<file path="src/mqmr_pkg.sv">
// ----------------------------------------------------------------------------
// mqmr_pkg: shared types and constants of the multi-queue message ring
// Field widths, operation and status codes, controller/datapath command and
// status groups.
// ----------------------------------------------------------------------------
package mqmr_pkg;

   localparam int QIDX_W    = 2;   // queue_index field
   localparam int BYTE_W    = 8;   // write_byte / read_byte fields
   localparam int LEN_W     = 8;   // length field
   localparam int MSG_LEN_W = 7;   // msg_length field, also stored slot length
   localparam int STATUS_W  = 2;

   typedef enum logic {
      OP_WRITE = 1'b0,
      OP_READ  = 1'b1
   } mqmr_op_type;

   typedef enum logic [STATUS_W-1:0] {
      STATUS_OK         = 2'd0,
      STATUS_EMPTY      = 2'd1,
      STATUS_TOO_BIG    = 2'd2,
      STATUS_WRITE_LONG = 2'd3
   } mqmr_status_type;

   // controller -> datapath
   typedef struct packed {
      logic latch_item;   // capture the request payload
      logic clear_step;   // clear one slot descriptor during the sweep
      logic do_write;     // execute a write-byte item
      logic meta_rd;      // read the tail slot descriptor
      logic rd_check;     // evaluate the descriptor, answer or start streaming
      logic byte_rd;      // read the next message byte
      logic byte_load;    // move the fetched byte into the result register
   } mqmr_cmd_type;

   // datapath -> controller
   typedef struct packed {
      logic clear_done;   // sweep is at its final entry
      logic item_last;    // latched item carries last_byte
      logic stream_go;    // descriptor says: stream a non-empty message
      logic more;         // streaming and the final byte not yet sent
   } mqmr_sts_type;

endpackage

</file>
<file path="src/mqmr_ctrl.sv">
// ----------------------------------------------------------------------------
// mqmr_ctrl: sequencing state machine
// Clears the descriptors after reset, then steps each item through the
// datapath and holds off new requests until its results are out.
// ----------------------------------------------------------------------------
module mqmr_ctrl (
   input  logic                  clock,
   input  logic                  reset,
   input  logic                  req_valid,
   input  logic                  req_op,
   output logic                  req_ready,
   input  logic                  rsp_ready,
   input  mqmr_pkg::mqmr_sts_type sts,
   output mqmr_pkg::mqmr_cmd_type cmd
);

   typedef enum logic [6:0] {
      ST_CLEAR = 7'b0000001,
      ST_IDLE  = 7'b0000010,
      ST_WRITE = 7'b0000100,
      ST_META  = 7'b0001000,
      ST_CHECK = 7'b0010000,
      ST_LOAD  = 7'b0100000,
      ST_DRAIN = 7'b1000000
   } state_type;

   state_type state_ff, state_in;

   always_comb begin
      state_in  = state_ff;
      cmd       = '0;
      req_ready = 1'b0;
      unique case (state_ff)
         ST_CLEAR: begin
            cmd.clear_step = 1'b1;
            if (sts.clear_done) begin
               state_in = ST_IDLE;
            end
         end
         ST_IDLE: begin
            req_ready = 1'b1;
            if (req_valid) begin
               cmd.latch_item = 1'b1;
               state_in = (req_op == mqmr_pkg::OP_READ) ? ST_META : ST_WRITE;
            end
         end
         ST_WRITE: begin
            cmd.do_write = 1'b1;
            state_in = sts.item_last ? ST_DRAIN : ST_IDLE;
         end
         ST_META: begin
            cmd.meta_rd = 1'b1;
            state_in = ST_CHECK;
         end
         ST_CHECK: begin
            cmd.rd_check = 1'b1;
            if (sts.stream_go) begin
               cmd.byte_rd = 1'b1;
               state_in = ST_LOAD;
            end else begin
               state_in = ST_DRAIN;
            end
         end
         ST_LOAD: begin
            cmd.byte_load = 1'b1;
            state_in = ST_DRAIN;
         end
         ST_DRAIN: begin
            if (rsp_ready) begin
               if (sts.more) begin
                  cmd.byte_rd = 1'b1;
                  state_in = ST_LOAD;
               end else begin
                  state_in = ST_IDLE;
               end
            end
         end
         default: begin
            state_in = ST_CLEAR;
         end
      endcase
   end

   always_ff @(posedge clock) begin
      if (reset) begin
         state_ff <= ST_CLEAR;
      end else begin
         state_ff <= state_in;
      end
   end

endmodule

</file>
<file path="config.mk">
export PLATFORM = sky130hd
export DESIGN_NAME = mqmr_ctrl
export DESIGN_NICKNAME = d
export VERILOG_FILES = /design/src/mqmr_pkg.sv /design/src/mqmr_ctrl.sv
export SDC_FILE = /design/constraint.sdc
export NUM_CORES = 1
export LEC_CHECK = 0
export ABC_AREA = 0
export BUFFER_PORTS_ARGS = -buffer_cell sky130_fd_sc_hd__buf_2
export CAP_MARGIN = 25
export CORE_AREA = 3 3 40 42
export DETAILED_ROUTE_END_ITERATION = 6
export DIE_AREA = 0 0 43 45
export PLACE_DENSITY = 0.67
export REMOVE_ABC_BUFFERS = 1
export SYNTH_ARGS = -nofsm -noshare
export SYNTH_HDL_FRONTEND = slang
export SYNTH_SLANG_ARGS = --single-unit
</file>
<file path="constraint.sdc">
create_clock -name clock -period 1.7 [get_ports clock]
set_input_delay 0.34 -clock clock [delete_from_list [all_inputs] [get_ports clock]]
set_output_delay 0.34 -clock clock [all_outputs]
set_load 0.1 [all_outputs]
</file>
# [Word level (Yosys, flattened, before mapping)]
# Index checks and enable logic that the tools add are counted.
# W data, S select, Z words.
[word_totals] regBits=7 latch_bits=0 mem_bits_rw=0 romBits=0 in_bits=9 out_inout_bits=8 word_cells=32 mem_count=0
[op_classes] addsub=0 multipliers=0 n_div=0 n_lt_le_gt_ge=0 eq_ne=10 n_shift=0 muxes=20 bitwise=0 reduce_logical=1
[ops] op="$pmux W7 S7" n=1
[ops] op="$mux W7" n=5
[ops] op="$mux W1" n=11
[ops] op="$eq A7 B1 Y1 const B" n=1
[ops] op="$eq A7 B2 Y1 const B" n=1
[ops] op="$eq A7 B3 Y1 const B" n=1
[ops] op="$eq A7 B4 Y1 const B" n=1
[ops] op="$eq A7 B5 Y1 const B" n=1
[ops] op="$eq A7 B6 Y1 const B" n=1
[ops] op="$eq A7 B7 Y1 const B" n=1
[ops] op="$mux W6" n=1
[ops] op="$ne A2 B2 Y1 const B" n=3
[ops] op="$mux W4" n=1
[ops] op="$reduce_and A3 Y1" n=1
[ops] op="$pmux W1 S2" n=1

# [Longest topological paths before layout]
# Gate-level depths: netlist of run 1.
[logic_depth] word_depth=3 ltp_mapped=6 ltp_nobuf=5

# [Worst setup path before layout of run 1]
# Ideal clock, no wire load.
[synth_timing] kind="register -> register" from="register state_ff[0]" to="register state_ff[5]" setup_ns=0.075 arrival_time_ns=3.501 t_required_ns=1.625 setup_slack_ns=-1.876 stages_incl_launch_ff=5 n_path_buf=1 synth_period_minus_slack_ns=3.576 path_cell_list="dfxtp_1 > or4_1 > buf_2 > a211oi_1 > nor2b_1"
[synth_via] elab_chain_len=3 elab_cells_between_ends=12 cone_classes="eq/ne (10); mux (1); reduce/logical (1)"
[synth_rtl] element="from (decl)" line="mqmr_ctrl.sv:27" rtl="state_type state_ff, state_in;"
[synth_rtl] element="from (signal assigned)" line="mqmr_ctrl.sv:88" rtl="state_ff <= state_in;"
[synth_rtl] element="$eq A7 B1 Y1, or another cell as far along" line="mqmr_ctrl.sv:33" rtl="unique case (state_ff)"
[synth_rtl] element="$ne A2 B2 Y1 (no source line)"
[synth_rtl] element="$reduce_and A3 Y1 (no source line)"
# Several ways; a longest one is shown, not always the timed one.
# A chain may end at the register's enable or synchronous reset.

==> results of run 1 <==
==> final cells by class <==
class                      instances  area [sq um]
clock buffer                       4          26.3
fill                              85           303
inverter                           5          18.8
multi-input combinational         48           404
sequential                         7           145
tap                               15          18.8
timing repair buffer              37           369
==> critical path: cells and delay by family (launching register included) <==
| family | cells | cell delay, ns |
|---|---|---|
| buf+inv | 2 | 0.32 |
| simple gates | 1 | 0.57 |
| compound gates | 1 | 0.17 |
| flops | 1 | 0.32 |
==> cells by family after synthesis <==
group	after synthesis
AOI/OAI and AO/OA	13
and+or+nand+nor	33
DFF	7
xor gates and xnor gates	2
buffers and inverters	9
==> metal layers <==
metal  GRT usage  up-vias  wire length (um)
li1            -      311                 -
met1       0.198      302               677
met2       0.347       40               909
met3      0.0677       12               133
met4       0.102        0                84
met5           0        -                 0
==> worst min-delay path by stage <==
stage | slack (ns) | endpoint | from
6_report | 0.27 | state_ff[2] | req_op
3_3_place_gp | 0.52 | state_ff[2] | req_op
4_1_cts | 0.26 | state_ff[2] | req_op
2_1_floorplan | 0.41 | state_ff[6] | reset
5_1_grt | 0.27 | state_ff[2] | req_op
3_5_place_dp | 0.53 | state_ff[2] | req_op
==> through the flow <==
stage               instance area, sq um  setup TNS [ns]  power (mW)  hold WS, ns
detailed placement                   787          -0.673       0.626        0.533
global placement                     787          -0.557       0.623        0.519
finish                               982           -1.32       0.930        0.273
global route                         982           -1.92       0.972        0.273
floorplan                            463          -11.49       0.457        0.409
CTS                                  943           -1.18       0.871        0.262
==> power breakdown <==
part / switching (mW) / internal, mW
clock network: 0.0601 / 0.0895
logic: 0.317 / 0.267
registers: 0.0127 / 0.185
total: 0.389 / 0.541
==> cell usage in the layout, fill, tap and decap left out, drive strengths merged, types with 2 or more instances in the layout <==
cell	count
nand2b	3
inv	5
clkbuf	4
nor3	8
nor2	4
xnor2	2
a21oi	3
nand2	4
nor4	2
dfxtp	7
buf	37
==> repair_timing <==
item / 4_1_cts / 5_1_grt
pin swaps: 9 / 7
setup endpoints to repair: 13 / 13
resized for setup: 25 / 7
setup buffers: 4 / 4
cloned: 0 / 0
==> parameters.txt, run 1 <==
Parameter                              Value

Run status
  Result of the run    finished, violations left
  Violated checks    negative setup slack

Layout
  Largest register FFs    7
  Post-layout net count    ~110
  Non-filler cells, final    around 120
  Share of cells above drive strength 1    0.624
  Registers with the highest flip-flop counts    state_ff (7)
  Diode insertion count for antenna repair    0
  Core Util, Final    0.764
  Most flop-heavy register    state_ff
  Signed area change from the synthesized netlist to the final layout    105%

Power
  Total power per unit cell area    around 950 nW/um^2
  IR Drop Worst-Case VDD    ~1.1 mV
  Reported leakage power    around 0.42 nW

Global route
  Global router's overall resource usage    0.193
  Largest net degree at the start of global routing    10
  Vias in the first global route    672
  Global-route wire length before repair    2740 um
  GR Overflow Total    0
  Number of antenna violations at the first check in global routing    0

Clock network
  CTS clk-pin slew, worst paths    0.05 ns
  Hold-fix buffer count after cts    0
  Clock tree from TritonCTS    yes
  Maximum clock path buffer count    2
  Clock buffers created by TritonCTS    3
  Clock sink count    7
  Clock root buffer master    sky130_fd_sc_hd__clkbuf_4
  Worst-skew pair later-pin latency    around 0.25 ns
  H-Tree Depth    1

Synthesis
  Adder and majority gate portion of the synthesized area    0
  Cell variety after synth    33
  Yosys warnings    0
  Most frequently used flop master after synthesis    sky130_fd_sc_hd__dfxtp_1
  Synthesized-area fraction occupied by xor and xnor cells    0.0366
  Complex-gate fraction of the synthesized area    0.201
  Synth Cell Area    ~480 sq um
  Number of enable flip-flop cells after synthesis    0
  Number of register bits inferred by synthesis    7
  Simple-gate portion of the synthesized area    0.397
  Synthesized instance count    64
  Fraction of registers with async set/reset    0
  Sequential-to-total area share from yosys stat    0.292
  Dominant combinational cell family by area after synthesis    simple AND/OR/NAND/NOR gates
  Biggest area contributors in the synthesized netlist    sky130_fd_sc_hd__dfxtp_1 29%, sky130_fd_sc_hd__nor3_1 8.4%, sky130_fd_sc_hd__inv_1 3.9%, sky130_fd_sc_hd__nand2b_1 3.9%, sky130_fd_sc_hd__xnor2_1 3.7%
  Post-synthesis area per instance    roughly 7.5 sq um
  Most instantiated library cell after synthesis    sky130_fd_sc_hd__nor3_1
  Share of cell area taken by muxes after synthesis    0
  Synth area leader    sky130_fd_sc_hd__dfxtp_1
  Synth top area share    0.292
  Cell types with the highest counts after synthesis    8 x sky130_fd_sc_hd__nor3_1, 7 x sky130_fd_sc_hd__dfxtp_1, 5 x sky130_fd_sc_hd__inv_1, 4 x sky130_fd_sc_hd__nand2_1, 4 x sky130_fd_sc_hd__nor2_1

Placed design
  Port buffer count    16
  Routability congestion estimate from global placement    around 0.87
  Placed Cells    about 110
  Detailed placement HPWL    ~1100 um
  DP Worst Slack    -0.157 ns

Setup path
  Critical register-to-register path startpoint    state_ff[1]
  Setup Crit Path Kind    reg -> out
  Cell with the largest stage delay on the worst path    sky130_fd_sc_hd__or4_4
  Data arrival at the endpoint of the critical path    1.63 ns
  Worst path required time    between 1 and 1.5 ns
  Max stage delay on crit path    between 0.5 and 0.6 ns
  Start point of the critical path    state_ff[1]
  Crit path launch type    register
  Reg2Reg Setup Slack    -0.21 ns
  List of cells traversed by the critical path    or4_4, a211oi_2, buf_4, buf_12
  FF-to-FF End    state_ff[0]
  Worst r2r path cells    5
  Capture point of the critical path    cmd[1]
  Type of destination of the critical path    output port
  Highest net fanout along the worst path    4

Drt
  Routed wirelength normalized by instance count    15.6 um
  DRC marker count from the first detailed-route iteration    16
  Final WL    1810 um
  Number of vias in the routed layout    approximately 670
  Number of vias per cell after detailed routing    about 5.7
  Router iterations before antenna repair    4
  Count of antenna-violating nets left after detailed routing    0
  Number of remaining DRC errors    0

Worst hold path
  Tightest Hold Check Type    in -> reg
  Hold depth    2

Timing
  Hold Violations, Final    0
  Max transition margin    0.781
  Number of pins with negative max-slew slack in the final report    0
  Fmax    between 500 and 600 MHz
  Setup repair after global routing missed its margin    yes
  Final setup vio count    9
  Largest clock skew in the final design    roughly 0.00054 ns
  Setup slack after layout    -0.266 ns
  Shortest period the worst path allows    between 1.5 and 2 ns
  Fraction of the cycle the final worst path needs    1.16
  Slew at the pin with the worst max-slew slack    between 0.3 and 0.4 ns

Floorplan
  Effective utilization at floorplan    0.373
  Height of the die    about 45 um
  CORE AREA    1280 sq um
  I/O pin count    17
  Width of the die    ~43 um
  Standard-cell rows    13
  Die Area    between 1500 and 2000 sq um

Run
  Maximum Capacitance Violations    0
Power figures use the tool's default switching activity.
==> run 2: changes to the inputs <==
CORE_AREA = 4 4 41 43   (was 3 3 40 42)
DIE_AREA = 0 0 45 47   (was 0 0 43 45)
==> run 2 against run 1 <==
The run still ends with negative setup slack left. Final cell count decreased by 1.7%. Highest routed layer is now met3. Critical endpoint unchanged. First-iteration DRC count decreased by 13%. Critical path depth is the same. Sequential power fell by 3%. Register-to-register slack better by 0.21 ns. Largest cell class unchanged. Power fell by 5.9%. Global-route usage decreased by 3.3 points.
==> parameters.txt, run 2 (same netlist as run 1, synthesis figures left out) <==
Parameter                              Value

Timing
  Fmax    504 MHz
  Shortest period the worst path allows    a little under 2 ns
  Hold Violations, Final    0
  Max transition margin    0.848
  Largest clock skew in the final design    approximately 0.0081 ns
  Setup slack after layout    -0.285 ns
  Fraction of the cycle the final worst path needs    1.17
  Number of pins with negative max-slew slack in the final report    0
  Final setup vio count    7
  Slew at the pin with the worst max-slew slack    between 0.2 and 0.25 ns
  Setup repair after global routing missed its margin    yes

Global route
  GR Overflow Total    0
  Vias in the first global route    about 570
  Global router's overall resource usage    0.161
  Largest net degree at the start of global routing    10
  Global-route wire length before repair    about 2400 um
  Number of antenna violations at the first check in global routing    0

Placed design
  Port buffer count    16
  DP Worst Slack    -0.172 ns
  Instance area at placement    slightly above 800 sq um
  Routability congestion estimate from global placement    0.839
  Detailed placement HPWL    between 1000 and 1500 um

Floorplan
  Die Area    around 2100 sq um
  Width of the die    roughly 45 um
  CORE AREA    between 1000 and 1500 sq um
  Height of the die    about 47 um
  I/O pin count    17
  Effective utilization at floorplan    0.368
  Standard-cell rows    13

Power
  Reported leakage power    about 0.41 nW
  Total power per unit cell area    924 nW/um^2
  IR Drop Worst-Case VDD    1.01 mV

Setup path
  Data arrival at the endpoint of the critical path    between 1.5 and 2 ns
  Type of destination of the critical path    output port
  Highest net fanout along the worst path    5
  Kind of cell adding the most delay to the critical path    simple AND/OR/NAND/NOR gates
  Crit path launch type    register
  List of cells traversed by the critical path    or4_4, a211oi_2, buf_4, buf_12
  Max stage delay on crit path    roughly 0.57 ns
  Critical path buffers and inverters    2
  Setup Crit Path Kind    reg -> out
  Reg2Reg Setup Slack    0 ns
  Cell with the largest stage delay on the worst path    sky130_fd_sc_hd__or4_4
  Worst path required time    ~1.4 ns

Layout
  Signed area change from the synthesized netlist to the final layout    97.9%
  Highest-count cells in the layout ignoring fill and taps    16 x sky130_fd_sc_hd__buf_4, 8 x sky130_fd_sc_hd__buf_2, 8 x sky130_fd_sc_hd__buf_12
  Registers with the highest flip-flop counts    state_ff (7)
  Most flop-heavy register    state_ff
  Post-layout net count    around 110
  Largest register FFs    7
  Fin area    between 900 and 1000 sq um
  Diode insertion count for antenna repair    0
  Most frequent standard cell in the layout excluding fill and tap cells    sky130_fd_sc_hd__buf_4
  Share of cells above drive strength 1    0.586

Drt
  Number of remaining DRC errors    0
  DRC marker count from the first detailed-route iteration    14
  Final WL    about 1600 um
  Number of vias in the routed layout    606
  Number of vias per cell after detailed routing    between 5 and 6
  Routed wirelength normalized by instance count    around 14 um
  Count of antenna-violating nets left after detailed routing    0
  Router iterations before antenna repair    4

Run
  Maximum Capacitance Violations    0

Clock network
  H-Tree Depth    1
  Clock sink count    7
  Clock tree from TritonCTS    yes
  Clock root buffer master    sky130_fd_sc_hd__clkbuf_4
  Clock buffers created by TritonCTS    3
  CTS clk-pin slew, worst paths    0.06 ns
  Worst-skew pair later-pin latency    between 0.2 and 0.3 ns
  Maximum clock path buffer count    2

Run status
  Result of the run    finished, violations left
  Violated checks    negative setup slack

Worst hold path
  Tightest Hold Check Type    in -> reg
[run 2: changes by cell type in the layout (fill, tap and decap cells not counted), moves of 2 or more]
cell,before,now
sky130_fd_sc_hd__nand2_2,0,2
sky130_fd_sc_hd__nor2_1,1,3
sky130_fd_sc_hd__dfxtp_1,3,5
sky130_fd_sc_hd__dfxtp_2,4,2
sky130_fd_sc_hd__buf_4,18,16
[run 2: worst paths after layout]
check | from | end | cells after the start
worst max-delay path | state_ff[0] | cmd[1] | 4
worst min register to register | state_ff[2] | state_ff[4] | 2
worst max register to register | state_ff[0] | state_ff[1] | 5
worst min-delay path | req_op | state_ff[2] | 2
[run 2: what timing repair did]
item / in CTS / in global routing
cloned: 0 / 0
pin swaps: 4 / 5
buffers inserted: 0 / 3
hold buffers: 0 / 0
gates resized for setup: 18 / 8
endpoints found under the setup margin: 8 / 8
[run 2: final cells by class]
cell class	instances	area, sq um
inverter	5	18.8
clock inverter	1	5.00
sequential	7	143
timing repair buffer	35	354
multi-input combinational	48	387
fill	107	353
clock buffer	3	22.5
tap	15	18.8
[run 2: layer usage]
metal | GRT usage | up-vias | wire length [um] | part of all wire
met5 | 0 | - | 0 | 0
met3 | 0.0651 | 0 | 111 | 0.070
met1 | 0.158 | 281 | 603 | 0.38
li1 | - | 302 | - | -
met2 | 0.314 | 23 | 868 | 0.55
met4 | 0.0351 | 0 | 0 | 0
[run 2: power by group]
part           internal, mW  switching, mW
combinational         0.239          0.293
clock                0.0862         0.0660
sequential            0.181         0.0102
[run 2: per-stage QoR]
| step | power [mW] | setup TNS [ns] | utilization | hold slack [ns] | cells |
|---|---|---|---|---|---|
| 5_1_grt | 0.921 | -1.81 | 0.729 | 0.248 | 114 |
| 3_3_place_gp | 0.633 | -0.234 | 0.628 | 0.525 | 109 |
| 2_1_floorplan | 0.457 | -11.49 | - | 0.409 | 60 |
| 6_report | 0.876 | -1.19 | 0.729 | 0.256 | 114 |
| 3_5_place_dp | 0.636 | -0.396 | 0.628 | 0.527 | 109 |
| 4_1_cts | 0.845 | -1.15 | 0.699 | 0.244 | 113 |
==> run 3: changes to the inputs <==
BUFFER_PORTS_ARGS = default   (was -buffer_cell sky130_fd_sc_hd__buf_2)
DONT_BUFFER_PORTS = 1   (was default)
PLACE_DENSITY = default   (was 0.67)
==> run 3 against run 2 <==
Critical path depth is 1 lower. Clock skew is 0.0011 ns lower. Power is 1.9% higher. The run still ends with negative setup slack left.
==> parameters.txt, run 3 (same netlist as run 1, synthesis figures left out) <==
Parameter                              Value

Clock network
  Clock sink count    7
  Clock root buffer master    sky130_fd_sc_hd__clkbuf_4
  Hold-fix buffer count after cts    0
  Clock buffers created by TritonCTS    3
  CTS clk-pin slew, worst paths    ~0.060 ns
  Clock tree from TritonCTS    yes
  Maximum clock path buffer count    2
  Worst-skew pair later-pin latency    0.25 ns
  H-Tree Depth    1

Layout
  Signed area change from the synthesized netlist to the final layout    99.2%
  Registers with the highest flip-flop counts    state_ff (7)
  Most frequent standard cell in the layout excluding fill and tap cells    sky130_fd_sc_hd__buf_4
  Most flop-heavy register    state_ff
  Core Util, Final    0.734
  Diode insertion count for antenna repair    0
  Post-layout net count    roughly 100
  Largest register FFs    7
  Share of cells above drive strength 1    0.573
  Highest-count cells in the layout ignoring fill and taps    13 x sky130_fd_sc_hd__buf_4, 5 x sky130_fd_sc_hd__buf_12

Placed design
  Detailed placement HPWL    between 1000 and 1500 um
  Routability congestion estimate from global placement    roughly 0.86
  Port buffer count    0

Global route
  GR Overflow Total    0
  Global router's overall resource usage    0.168
  Largest net degree at the start of global routing    10
  Global-route wire length before repair    2550 um
  Number of antenna violations at the first check in global routing    0
  Vias in the first global route    560

Power
  Reported leakage power    0.373 nW
  Total power per unit cell area    between 900 and 1000 nW/um^2
  IR Drop Worst-Case VDD    between 0.8 and 0.9 mV

Setup path
  FF-to-FF End    state_ff[1]
  Cell with the largest stage delay on the worst path    sky130_fd_sc_hd__or4_4
  Type of destination of the critical path    output port
  Critical register-to-register path startpoint    state_ff[1]
  Worst path required time    ~1.4 ns
  Setup Crit Path Kind    reg -> out
  List of cells traversed by the critical path    or4_4, a211oi_4, buf_12
  Max stage delay on crit path    approximately 0.6 ns
  Data arrival at the endpoint of the critical path    about 1.6 ns
  Highest net fanout along the worst path    5
  Crit path launch type    register
  Worst r2r path cells    6
  Reg2Reg Setup Slack    -0.15 ns

Timing
  Setup slack after layout    -0.252 ns
  Setup repair after global routing missed its margin    yes
  Hold Violations, Final    0
  Max transition margin    0.821
  Shortest period the worst path allows    about 2.0 ns
  Largest clock skew in the final design    around 0.007 ns
  Final setup vio count    10
  Fmax    just over 500 MHz
  Number of pins with negative max-slew slack in the final report    0
  Post-Route Setup TNS    -1.38 ns
  Final Hold Slack    0.149 ns
  Fraction of the cycle the final worst path needs    1.15
  Slew at the pin with the worst max-slew slack    0.268 ns

Run status
  Violated checks    negative setup slack
  Result of the run    finished, violations left

Run
  Maximum Capacitance Violations    0

Drt
  Final WL    ~1700 um
  DRC marker count from the first detailed-route iteration    24
  Number of vias in the routed layout    slightly below 600
  Number of vias per cell after detailed routing    5.65
  Router iterations before antenna repair    4
  Routed wirelength normalized by instance count    between 15 and 20 um
  Count of antenna-violating nets left after detailed routing    0
  Number of remaining DRC errors    0

Floorplan
  Width of the die    around 45 um
  Height of the die    between 40 and 50 um
  CORE AREA    roughly 1300 sq um
  Effective utilization at floorplan    0.368
  Die Area    ~2100 sq um
  Standard-cell rows    13
  I/O pin count    17

Worst hold path
  Terminating pin of the worst hold path    state_ff[2]
  Source of the worst hold timing path    req_op
  Tightest Hold Check Type    in -> reg
  Hold depth    1
run 3: changes by cell type in the layout (fill, tap and decap cells not counted), sizes merged:
cell | previous run | this run
clkbuf | 3 | 7
clkinv | 1 | 0
buf | 35 | 22
run 3: worst max path at each step:
stage / from / end / slack, ns / cells past startpoint
floorplan: state_ff[0] / state_ff[5] / -1.86 / 3
global placement: state_ff[0] / cmd[2] / -0.09 / 3
detailed placement: state_ff[0] / cmd[0] / -0.13 / 3
CTS: state_ff[1] / cmd[1] / -0.25 / 3
global route: state_ff[1] / cmd[1] / -0.28 / 3
finish: state_ff[1] / cmd[1] / -0.25 / 3
run 3: layer usage:
| metal | track usage | wire (um) | vias to the layer above |
|---|---|---|---|
| li1 | - | - | 285 |
| met1 | 0.201 | 725 | 280 |
| met2 | 0.288 | 917 | 19 |
| met3 | 0.0230 | 70 | 4 |
| met4 | 0.0994 | 15 | 0 |
| met5 | 0 | 0 | - |
run 3: timing repair:
item	4_1_cts	5_1_grt
resized for setup	27	6
endpoints found under the setup margin	13	12
buffers inserted	4	5
pin swaps	11	4
run 3: cell type report:
type / instances / area [sq um]
multi-input cells: 48 / 427
fillers: 87 / 347
repair buffers: 25 / 318
flip-flops and latches: 7 / 144
clock buffers: 4 / 26.3
inverters: 5 / 21.3
well taps: 15 / 18.8
run 3: power by group:
group | internal (mW) | leakage, nW | switching (mW) | total (mW)
clock network | 0.0897 | 0.0150 | 0.0623 | 0.152
logic | 0.241 | 0.300 | 0.306 | 0.547
registers | 0.183 | 0.0582 | 0.0103 | 0.193
run 3: critical path, delay by kind of cell (launching register included):
kind | cells | cell delay [ns]
flip-flops | 1 | 0.32
buffers and inverters | 1 | 0.21
AND/OR/NAND/NOR | 1 | 0.60
AO/OA/AOI/OAI | 1 | 0.23
run 3: through the flow:
step           cells  total power, mW  setup slack [ns]  area, sq um
4_1_cts          100            0.850            -0.245          903
5_1_grt          104            0.934            -0.281          955
3_5_place_dp      94            0.603            -0.128          757
2_1_floorplan     60            0.457             -1.86          463
6_report         104            0.893            -0.252          955
3_3_place_gp      94            0.600           -0.0918          757
